### config.mk
export PLATFORM = sky130hd
export DESIGN_NAME = signed_integer_alu_core
export DESIGN_NICKNAME = d
export VERILOG_FILES = /design/src/hw/rtl/sia_pkg.sv /design/src/hw/rtl/sia_front.sv /design/src/hw/rtl/sia_queue.sv /design/src/hw/rtl/sia_back.sv /design/src/hw/rtl/signed_integer_alu_core.sv
export SDC_FILE = /design/constraint.sdc
export NUM_CORES = 2
export LEC_CHECK = 0
export BUFFER_PORTS_ARGS = -buffer_cell sky130_fd_sc_hd__buf_2
export CORE_ASPECT_RATIO = 0.6
export CORE_UTILIZATION = 55
export CTS_CLUSTER_DIAMETER = 30
export DETAILED_ROUTE_END_ITERATION = 7
export PLACE_DENSITY = 0.71
export SYNTH_ARGS = -nofsm -noshare
export SYNTH_HDL_FRONTEND = slang
export SYNTH_SLANG_ARGS = --single-unit
### constraint.sdc
create_clock -name clock -period 20.8 [get_ports clock]
set_input_delay 2.08 -clock clock [delete_from_list [all_inputs] [get_ports clock]]
set_output_delay 2.08 -clock clock [all_outputs]
set_load 0.02 [all_outputs]
### src/hw/rtl/sia_pkg.sv
// Package for the signed integer ALU: data width, operation codes, item types.
// No dependencies.
`timescale 1ns / 1ps
`default_nettype none
package sia_pkg;
   localparam int DataWidth = 64;
   localparam int QDepth = 4;
   localparam int QPtrW = $clog2(QDepth);
   localparam int MulPieces = 4;
   localparam int PieceW = DataWidth / MulPieces;

   typedef enum logic [3:0] {
      OP_NE  = 4'd3,
      OP_EQ  = 4'd4,
      OP_GT  = 4'd5,
      OP_LT  = 4'd6,
      OP_GE  = 4'd7,
      OP_LE  = 4'd8,
      OP_SUB = 4'd9,
      OP_ADD = 4'd10,
      OP_MOD = 4'd11,
      OP_DIV = 4'd12,
      OP_MUL = 4'd13
   } op_type;

   typedef enum logic [1:0] {
      CLS_QUICK = 2'd0,
      CLS_MUL   = 2'd1,
      CLS_DIV   = 2'd2
   } class_type;

   typedef struct packed {
      logic [3:0]  operation;
      logic [63:0] left;
      logic [63:0] right;
      logic        prior_error;
   } req_type;

   typedef struct packed {
      logic [63:0] value;
      logic        error;
   } rsp_type;

   // item as classified by the front part
   typedef struct packed {
      class_type             cls;
      logic                  is_div;
      logic [DataWidth-1:0]  a;
      logic [DataWidth-1:0]  b;
      logic [DataWidth-1:0]  quick;
      logic                  err;
   } work_type;

   typedef enum logic [1:0] {
      ST_IDLE = 2'd0,
      ST_MUL  = 2'd1,
      ST_DIV  = 2'd2,
      ST_DONE = 2'd3
   } exec_state_type;

   function automatic logic [63:0] sext(input logic [DataWidth-1:0] x);
      sext = 64'($signed(x));
   endfunction
endpackage
`default_nettype wire

### src/hw/rtl/sia_front.sv
// Front part: fits operands, decodes the code, evaluates add/sub/compare.
// Depends on sia_pkg.
`timescale 1ns / 1ps
`default_nettype none
module sia_front import sia_pkg::*; (
   input  wire logic    clock,
   input  wire logic    reset,
   input  wire logic    start,
   input  wire req_type req_item,
   input  wire logic    q_full,
   output logic         busy,
   output logic         q_push,
   output work_type     q_data
);
   logic [DataWidth-1:0] a, b, sum, dif;
   logic                 lt, gt, eq;
   work_type             w_in, w_ff;
   logic                 v_ff, v_in;

   assign a   = req_item.left[DataWidth-1:0];
   assign b   = req_item.right[DataWidth-1:0];
   assign sum = a + b;
   assign dif = a - b;
   assign lt  = $signed(a) < $signed(b);
   assign gt  = $signed(b) < $signed(a);
   assign eq  = a == b;

   always_comb begin
      w_in.a      = a;
      w_in.b      = b;
      w_in.err    = req_item.prior_error;
      w_in.is_div = req_item.operation == OP_DIV;
      w_in.cls    = CLS_QUICK;
      w_in.quick  = a;
      unique case (req_item.operation)
         OP_MUL: w_in.cls = CLS_MUL;
         OP_DIV, OP_MOD: begin
            w_in.cls = CLS_DIV;
            if (b == '0) begin
               w_in.cls = CLS_QUICK;
               w_in.err = 1'b1;
            end
         end
         OP_ADD: w_in.quick = sum;
         OP_SUB: w_in.quick = dif;
         OP_LE:  w_in.quick = DataWidth'(!gt);
         OP_GE:  w_in.quick = DataWidth'(!lt);
         OP_LT:  w_in.quick = DataWidth'(lt);
         OP_GT:  w_in.quick = DataWidth'(gt);
         OP_EQ:  w_in.quick = DataWidth'(eq);
         OP_NE:  w_in.quick = DataWidth'(!eq);
         default: w_in.quick = a;
      endcase
   end

   // one register stage; hold while the queue is full
   assign busy   = v_ff && q_full;
   assign q_push = v_ff && !q_full;
   assign q_data = w_ff;
   assign v_in   = (start && !busy) ? 1'b1 : (q_push ? 1'b0 : v_ff);

   always_ff @(posedge clock) begin
      if (reset) v_ff <= 1'b0;
      else       v_ff <= v_in;
      if (start && !busy) w_ff <= w_in;
   end
endmodule
`default_nettype wire

### src/hw/rtl/sia_queue.sv
// Short FIFO between the front and back parts.
// Depends on sia_pkg.
`timescale 1ns / 1ps
`default_nettype none
module sia_queue import sia_pkg::*; (
   input  wire logic     clock,
   input  wire logic     reset,
   input  wire logic     push,
   input  wire work_type push_data,
   output logic          full,
   input  wire logic     pop,
   output logic          not_empty,
   output work_type      pop_data
);
   work_type         mem_ff [QDepth];
   logic [QPtrW-1:0] wr_ff, rd_ff;
   logic [QPtrW:0]   cnt_ff;

   assign full      = cnt_ff == (QPtrW+1)'(QDepth);
   assign not_empty = cnt_ff != '0;
   assign pop_data  = mem_ff[rd_ff];

   always_ff @(posedge clock) begin
      if (reset) begin
         wr_ff  <= '0;
         rd_ff  <= '0;
         cnt_ff <= '0;
      end else begin
         if (push) wr_ff <= wr_ff + 1'b1;
         if (pop)  rd_ff <= rd_ff + 1'b1;
         cnt_ff <= cnt_ff + (QPtrW+1)'(push) - (QPtrW+1)'(pop);
      end
      if (push) mem_ff[wr_ff] <= push_data;
   end

   assert property (@(posedge clock) disable iff (reset) !(push && full))
      else $error("push into full queue");
   assert property (@(posedge clock) disable iff (reset) !(pop && !not_empty))
      else $error("pop from empty queue");
   assert property (@(posedge clock) disable iff (reset) cnt_ff <= (QPtrW+1)'(QDepth))
      else $error("queue count overflow");
endmodule
`default_nettype wire

### src/hw/rtl/sia_back.sv
// Back part: multiplies in 16-bit pieces, divides one bit a cycle, emits results.
// Depends on sia_pkg.
`timescale 1ns / 1ps
`default_nettype none
module sia_back import sia_pkg::*; (
   input  wire logic     clock,
   input  wire logic     reset,
   input  wire logic     q_valid,
   input  wire work_type q_data,
   output logic          q_pop,
   output logic          rsp_strobe,
   output rsp_type       rsp_item
);
   localparam int CntW = $clog2(DataWidth + 1);

   exec_state_type       state_ff, state_in;
   logic [DataWidth-1:0] a_ff, b_ff, acc_ff, rem_ff, quo_ff;
   logic [CntW-1:0]      cnt_ff;
   logic                 is_div_ff, neg_q_ff, neg_r_ff;
   logic [DataWidth-1:0] ma, mb, pp, acc_in, res;
   logic [DataWidth:0]   trial;
   logic [DataWidth-1:0] rem_sh;
   logic                 load;

   assign ma = q_data.a[DataWidth-1] ? -q_data.a : q_data.a;
   assign mb = q_data.b[DataWidth-1] ? -q_data.b : q_data.b;

   // one piece of the right operand per cycle, shifted into place
   assign pp     = DataWidth'(a_ff * b_ff[PieceW-1:0]);
   assign acc_in = acc_ff + (pp << (int'(cnt_ff) * PieceW));

   assign rem_sh = {rem_ff[DataWidth-2:0], a_ff[DataWidth-1]};
   assign trial  = {1'b0, rem_sh} - {1'b0, b_ff};

   always_comb begin
      state_in = state_ff;
      unique case (state_ff)
         ST_IDLE: if (q_valid && q_data.cls == CLS_MUL) state_in = ST_MUL;
                  else if (q_valid && q_data.cls == CLS_DIV) state_in = ST_DIV;
         ST_MUL:  if (cnt_ff == CntW'(MulPieces - 1)) state_in = ST_DONE;
         ST_DIV:  if (cnt_ff == CntW'(DataWidth - 1)) state_in = ST_DONE;
         ST_DONE: state_in = ST_IDLE;
         default: state_in = ST_IDLE;
      endcase
   end

   assign load  = state_ff == ST_IDLE && q_valid;
   assign q_pop = load;

   always_comb begin
      res = is_div_ff ? (neg_q_ff ? -quo_ff : quo_ff) : (neg_r_ff ? -rem_ff : rem_ff);
   end

   always_ff @(posedge clock) begin
      if (reset) begin
         state_ff   <= ST_IDLE;
         rsp_strobe <= 1'b0;
      end else begin
         state_ff   <= state_in;
         rsp_strobe <= (load && q_data.cls == CLS_QUICK) || state_ff == ST_DONE;
      end
      if (load) begin
         cnt_ff    <= '0;
         is_div_ff <= q_data.is_div;
         neg_q_ff  <= q_data.a[DataWidth-1] ^ q_data.b[DataWidth-1];
         neg_r_ff  <= q_data.a[DataWidth-1];
         acc_ff    <= '0;
         rem_ff    <= '0;
         quo_ff    <= '0;
         if (q_data.cls == CLS_DIV) begin
            a_ff <= ma;
            b_ff <= mb;
         end else begin
            a_ff <= q_data.a;
            b_ff <= q_data.b;
         end
         rsp_item.value <= sext(q_data.quick);
         // a real division always clears the flag
         rsp_item.error <= (q_data.cls == CLS_DIV) ? 1'b0 : q_data.err;
      end else if (state_ff == ST_MUL) begin
         acc_ff <= acc_in;
         b_ff   <= b_ff >> PieceW;
         cnt_ff <= cnt_ff + 1'b1;
      end else if (state_ff == ST_DIV) begin
         a_ff   <= a_ff << 1;
         cnt_ff <= cnt_ff + 1'b1;
         if (!trial[DataWidth]) begin
            rem_ff <= trial[DataWidth-1:0];
            quo_ff <= {quo_ff[DataWidth-2:0], 1'b1};
         end else begin
            rem_ff <= rem_sh;
            quo_ff <= {quo_ff[DataWidth-2:0], 1'b0};
         end
      end else if (state_ff == ST_DONE) begin
         rsp_item.value <= sext(res);
      end
      if (state_ff == ST_MUL && state_in == ST_DONE) begin
         is_div_ff <= 1'b1;
         neg_q_ff  <= 1'b0;
         quo_ff    <= acc_in;
      end
   end

   assert property (@(posedge clock) disable iff (reset)
      state_ff == ST_DONE |=> rsp_strobe)
      else $error("long item finished without a result");
   assert property (@(posedge clock) disable iff (reset)
      q_pop |-> state_ff == ST_IDLE)
      else $error("queue popped while unit busy");
   assert property (@(posedge clock) disable iff (reset)
      state_ff == ST_MUL |-> cnt_ff < CntW'(MulPieces))
      else $error("multiply step count overrun");
endmodule
`default_nettype wire

### src/hw/rtl/signed_integer_alu_core.sv
// Top level of the signed integer ALU: front, queue, back.
// Depends on sia_pkg, sia_front, sia_queue, sia_back.
//
//   channel  ports                           handshake
//   request  start, busy, req_item           taken when start && !busy
//   result   rsp_strobe, rsp_item            one cycle, no backpressure
//
// Add, subtract, compare, unknown codes, zero divisors: front register, queue,
// back result register; one item per cycle while no long item holds the back
// part. Multiply forms four 16x64 partial products; divide and remainder
// give one quotient bit a cycle. The back part runs one long item at a time;
// busy rises when the 4-entry queue and the front register are full. Reset
// is synchronous and clears all control state; the receiver cannot stall.
`timescale 1ns / 1ps
`default_nettype none
module signed_integer_alu_core import sia_pkg::*; (
   input  wire logic    clock,
   input  wire logic    reset,
   input  wire logic    start,
   output logic         busy,
   input  wire req_type req_item,
   output logic         rsp_strobe,
   output rsp_type      rsp_item
);
   logic     q_push, q_full, q_pop, q_valid;
   work_type q_in, q_out;

   sia_front u_front (
      .clock, .reset, .start, .req_item, .q_full,
      .busy, .q_push, .q_data(q_in)
   );

   sia_queue u_queue (
      .clock, .reset, .push(q_push), .push_data(q_in), .full(q_full),
      .pop(q_pop), .not_empty(q_valid), .pop_data(q_out)
   );

   sia_back u_back (
      .clock, .reset, .q_valid, .q_data(q_out), .q_pop,
      .rsp_strobe, .rsp_item
   );
endmodule
`default_nettype wire
==> run_results.csv <==
group,metric,value,unit
route,drt_iter0_markers,12160,
die,rows,122,
global_route,antenna_found_initial,31,
outcome,outcome,"complete, but fails checks",
route,wire_per_inst,29.06,um
clock_tree,path_clk_slew,0.07,ns
clock_tree,cts_buffers,191,
clock_tree,cts_resized,0,
place,io_buffers,202,
timing,worst_pin_slew,1.545,ns
worst_setup_path,required,21.48,ns
synth,synth_top_area_cell,"edfxtp_1",
finish,syn2layout_area_growth,9.421,%
die,io_pins,203,
die,start_util,55.37,%
worst_hold_path,hold_path_class,"register to register",
synth,async_flop_share,0,%
clock_tree,worstSkewPairLatency,0.88,ns
route,via_per_inst,6.427,
clock_tree,cts_num_sinks,1388,
synth,ys_warn_count,0,
synth,ys_top_cells_by_area,"edfxtp_1 (36%), fa_1 (15%), ha_1 (5.3%), nand2_1 (4.9%), mux4_2 (4.3%)",
worst_setup_path,critPathMostFrequentCell,"fa_1",
global_route,grt_max_degree,138,
global_route,grt_pass1_wl,524.8,mm
route,drtPass1Iterations,8,
worst_setup_path,path_buf_inv,6,
die,die_w,558.2,um
place,place_inst,12130,
timing,rsz0062_at_grt,"false",
timing,fin_crit_sh,58.76,%
global_route,grt_pass1_vias,75300,
finish,layout-drive-gt1-share,9.252,%
route,drt-total-wl,362.7,mm
worst_setup_path,crit_type,"register to register",
die,coreArea,184400,um^2
clock_tree,cts_buffer_depth,4,
synth,syn_area,102100,um^2
worst_setup_path,worst_path_dominant_cell_family,"compound AO/OA/AOI/OAI gates",
worst_setup_path,cp-end-kind,"register",
clock_tree,cts_root_buf,"clkbuf_16",
clock_tree,htree_levels,4,
route,vias,80230,
outcome,violations,"max-capacitance violations, max-slew violations",
timing,finalSetupTns,0,ns
clock_tree,cts_tree,"done",
timing,finClkSkew,0.1163,ns
place,dp_hpwl,269.4,mm
timing,setup_viol,0,
global_route,grt_usage,38.58,%
timing,fmax,0.08182,GHz
clock_tree,ctsHoldBuffers,0,
worst_setup_path,cp-start-kind,"register",
synth,synth_edf_count,1238,
timing,final_hold_viol_count,0,
worst_setup_path,slowest_stage,"a221oi_1",
timing,finalHoldWorstSlack,0.4687,ns
global_route,grt.met3_usage,15.58,%
synth,netlist.area_leader.share,36.41,%
die,design.die.area,187400,um^2
clock_tree,post_cts_buffers,0,
synth,ys_types,92,
finish,layoutNonFillerInstCount,12480,
global_route,gr-total-overflow,0,
synth,ys.flop_type,"edfxtp_1",
route,drc,0,
die,die_y,335.7,um
finish,layout.nets,11170,
timing,finalCriticalPeriod,12.22,ns
timing,final_max_slew_viol_count,3,
run,maxCapViolations,1,
global_route,grt_use_met2,51.10,%
place,place.gp.congestion,1.037,
worst_setup_path,cp.arrival,12.90,ns
synth,postSynthCellCount,9891,
timing,relSlewSlack,-3.758,%
global_route,grt-busiest-layer,"met1",
worst_setup_path,path_max_fanout,43,
global_route,use_met1,58.50,%
synth,ys_ff_latch,1388,
synth,yosysSeqAreaShare,39.35,%
worst_setup_path,cpPeakStageDelay,0.93,ns
synth,syn_avg_cell_area,10.32,um^2
route,postRouteAntennaNets,0,
synth,syn-num-nets,11220,
registers in the layout, summed over array words and instances, names as in the netlist, 3 cells and up, named ones only:
| signal | count |
|---|---|
| u_back.cnt_ff | 7 |
| u_queue.cnt_ff | 3 |
| u_back.acc_ff | 64 |
| u_back.quo_ff | 64 |
| u_front.q_data | 196 |
| u_back.rem_ff | 64 |
| u_back.b_ff | 64 |
| u_queue.mem_ff | 784 |
| u_back.rsp_item | 65 |
| u_back.a_ff | 64 |
final timing paths:
check | cells after the start | endpoint | slack, ns | start
max | 37 | u_back.quo_ff[63] | 8.58 | u_back.b_ff[4]
min reg2reg | 0 | u_queue.mem_ff[2][76] | 0.47 | u_front.q_data[76]
max reg2reg | 37 | u_back.quo_ff[63] | 8.58 | u_back.b_ff[4]
min | 0 | u_queue.mem_ff[2][76] | 0.47 | u_front.q_data[76]
routing by layer:
layer,part of all wire [%],vias up
li1,-,34150
met1,42,40090
met2,39,5384
met3,16,590
met4,2.7,20
met5,0.087,-
cells in the mapped netlist, types with 60 or more instances:
master	n
nand2_1	1337
edfxtp_1	1238
inv_1	1084
fa_1	757
o21ai_0	596
a21oi_1	549
nor2_1	547
clkbuf_1	492
ha_1	433
and2_1	318
xnor2_1	293
mux4_2	196
xor2_1	181
a21o_1	163
nand3_1	158
dfxtp_1	150
nor3_1	126
o21bai_1	77
nor2b_1	69
o31ai_1	69
nand4_1	66
a31oi_1	63
nor4_1	60
layout by cell type (no fill, tap or decap), types with 202 or more instances in the layout:
cell type,instances
ha_1,431
o21ai_0,594
xnor2_1,293
fa_1,757
edfxtp_1,1238
and2_1,313
a21oi_1,549
nor2_1,545
nand2_1,1332
inv_1,1084
buf_2,202
kinds of logic after synthesis:
kind of cell    Yosys count  synth area share, %
compound gates         2029                12.39
flops                  1388                39.35
mux                     239                4.749
xor+xnor                475                4.088
simple gates           2925                13.14
fa+ha+maj              1190                20.15
buf+inv                1645                6.126
through the flow:
stage	setup WS (ns)	util (%)	area, um^2
finish	8.579	60.59	111700
global route	8.240	60.57	111700
CTS	9.043	60.56	111700
detailed placement	9.060	56.96	105000
global placement	9.349	56.96	105000
floorplan	9.493	-	102100
area by class of cell:
type / count / area [um^2]
Clock inverter: 131 / 1725
Inverter: 1086 / 4084
Tap cell: 2480 / 3103
Antenna cell: 16 / 40.04
Multi-Input combinational cell: 6858 / 55790
Timing Repair Buffer: 315 / 1876
Sequential cell: 1388 / 40190
Fill cell: 15200 / 72670
Clock buffer: 209 / 4910
Power is not shown: default switching activity piles up to over one toggle a cycle in this logic, so the estimate is an artifact.
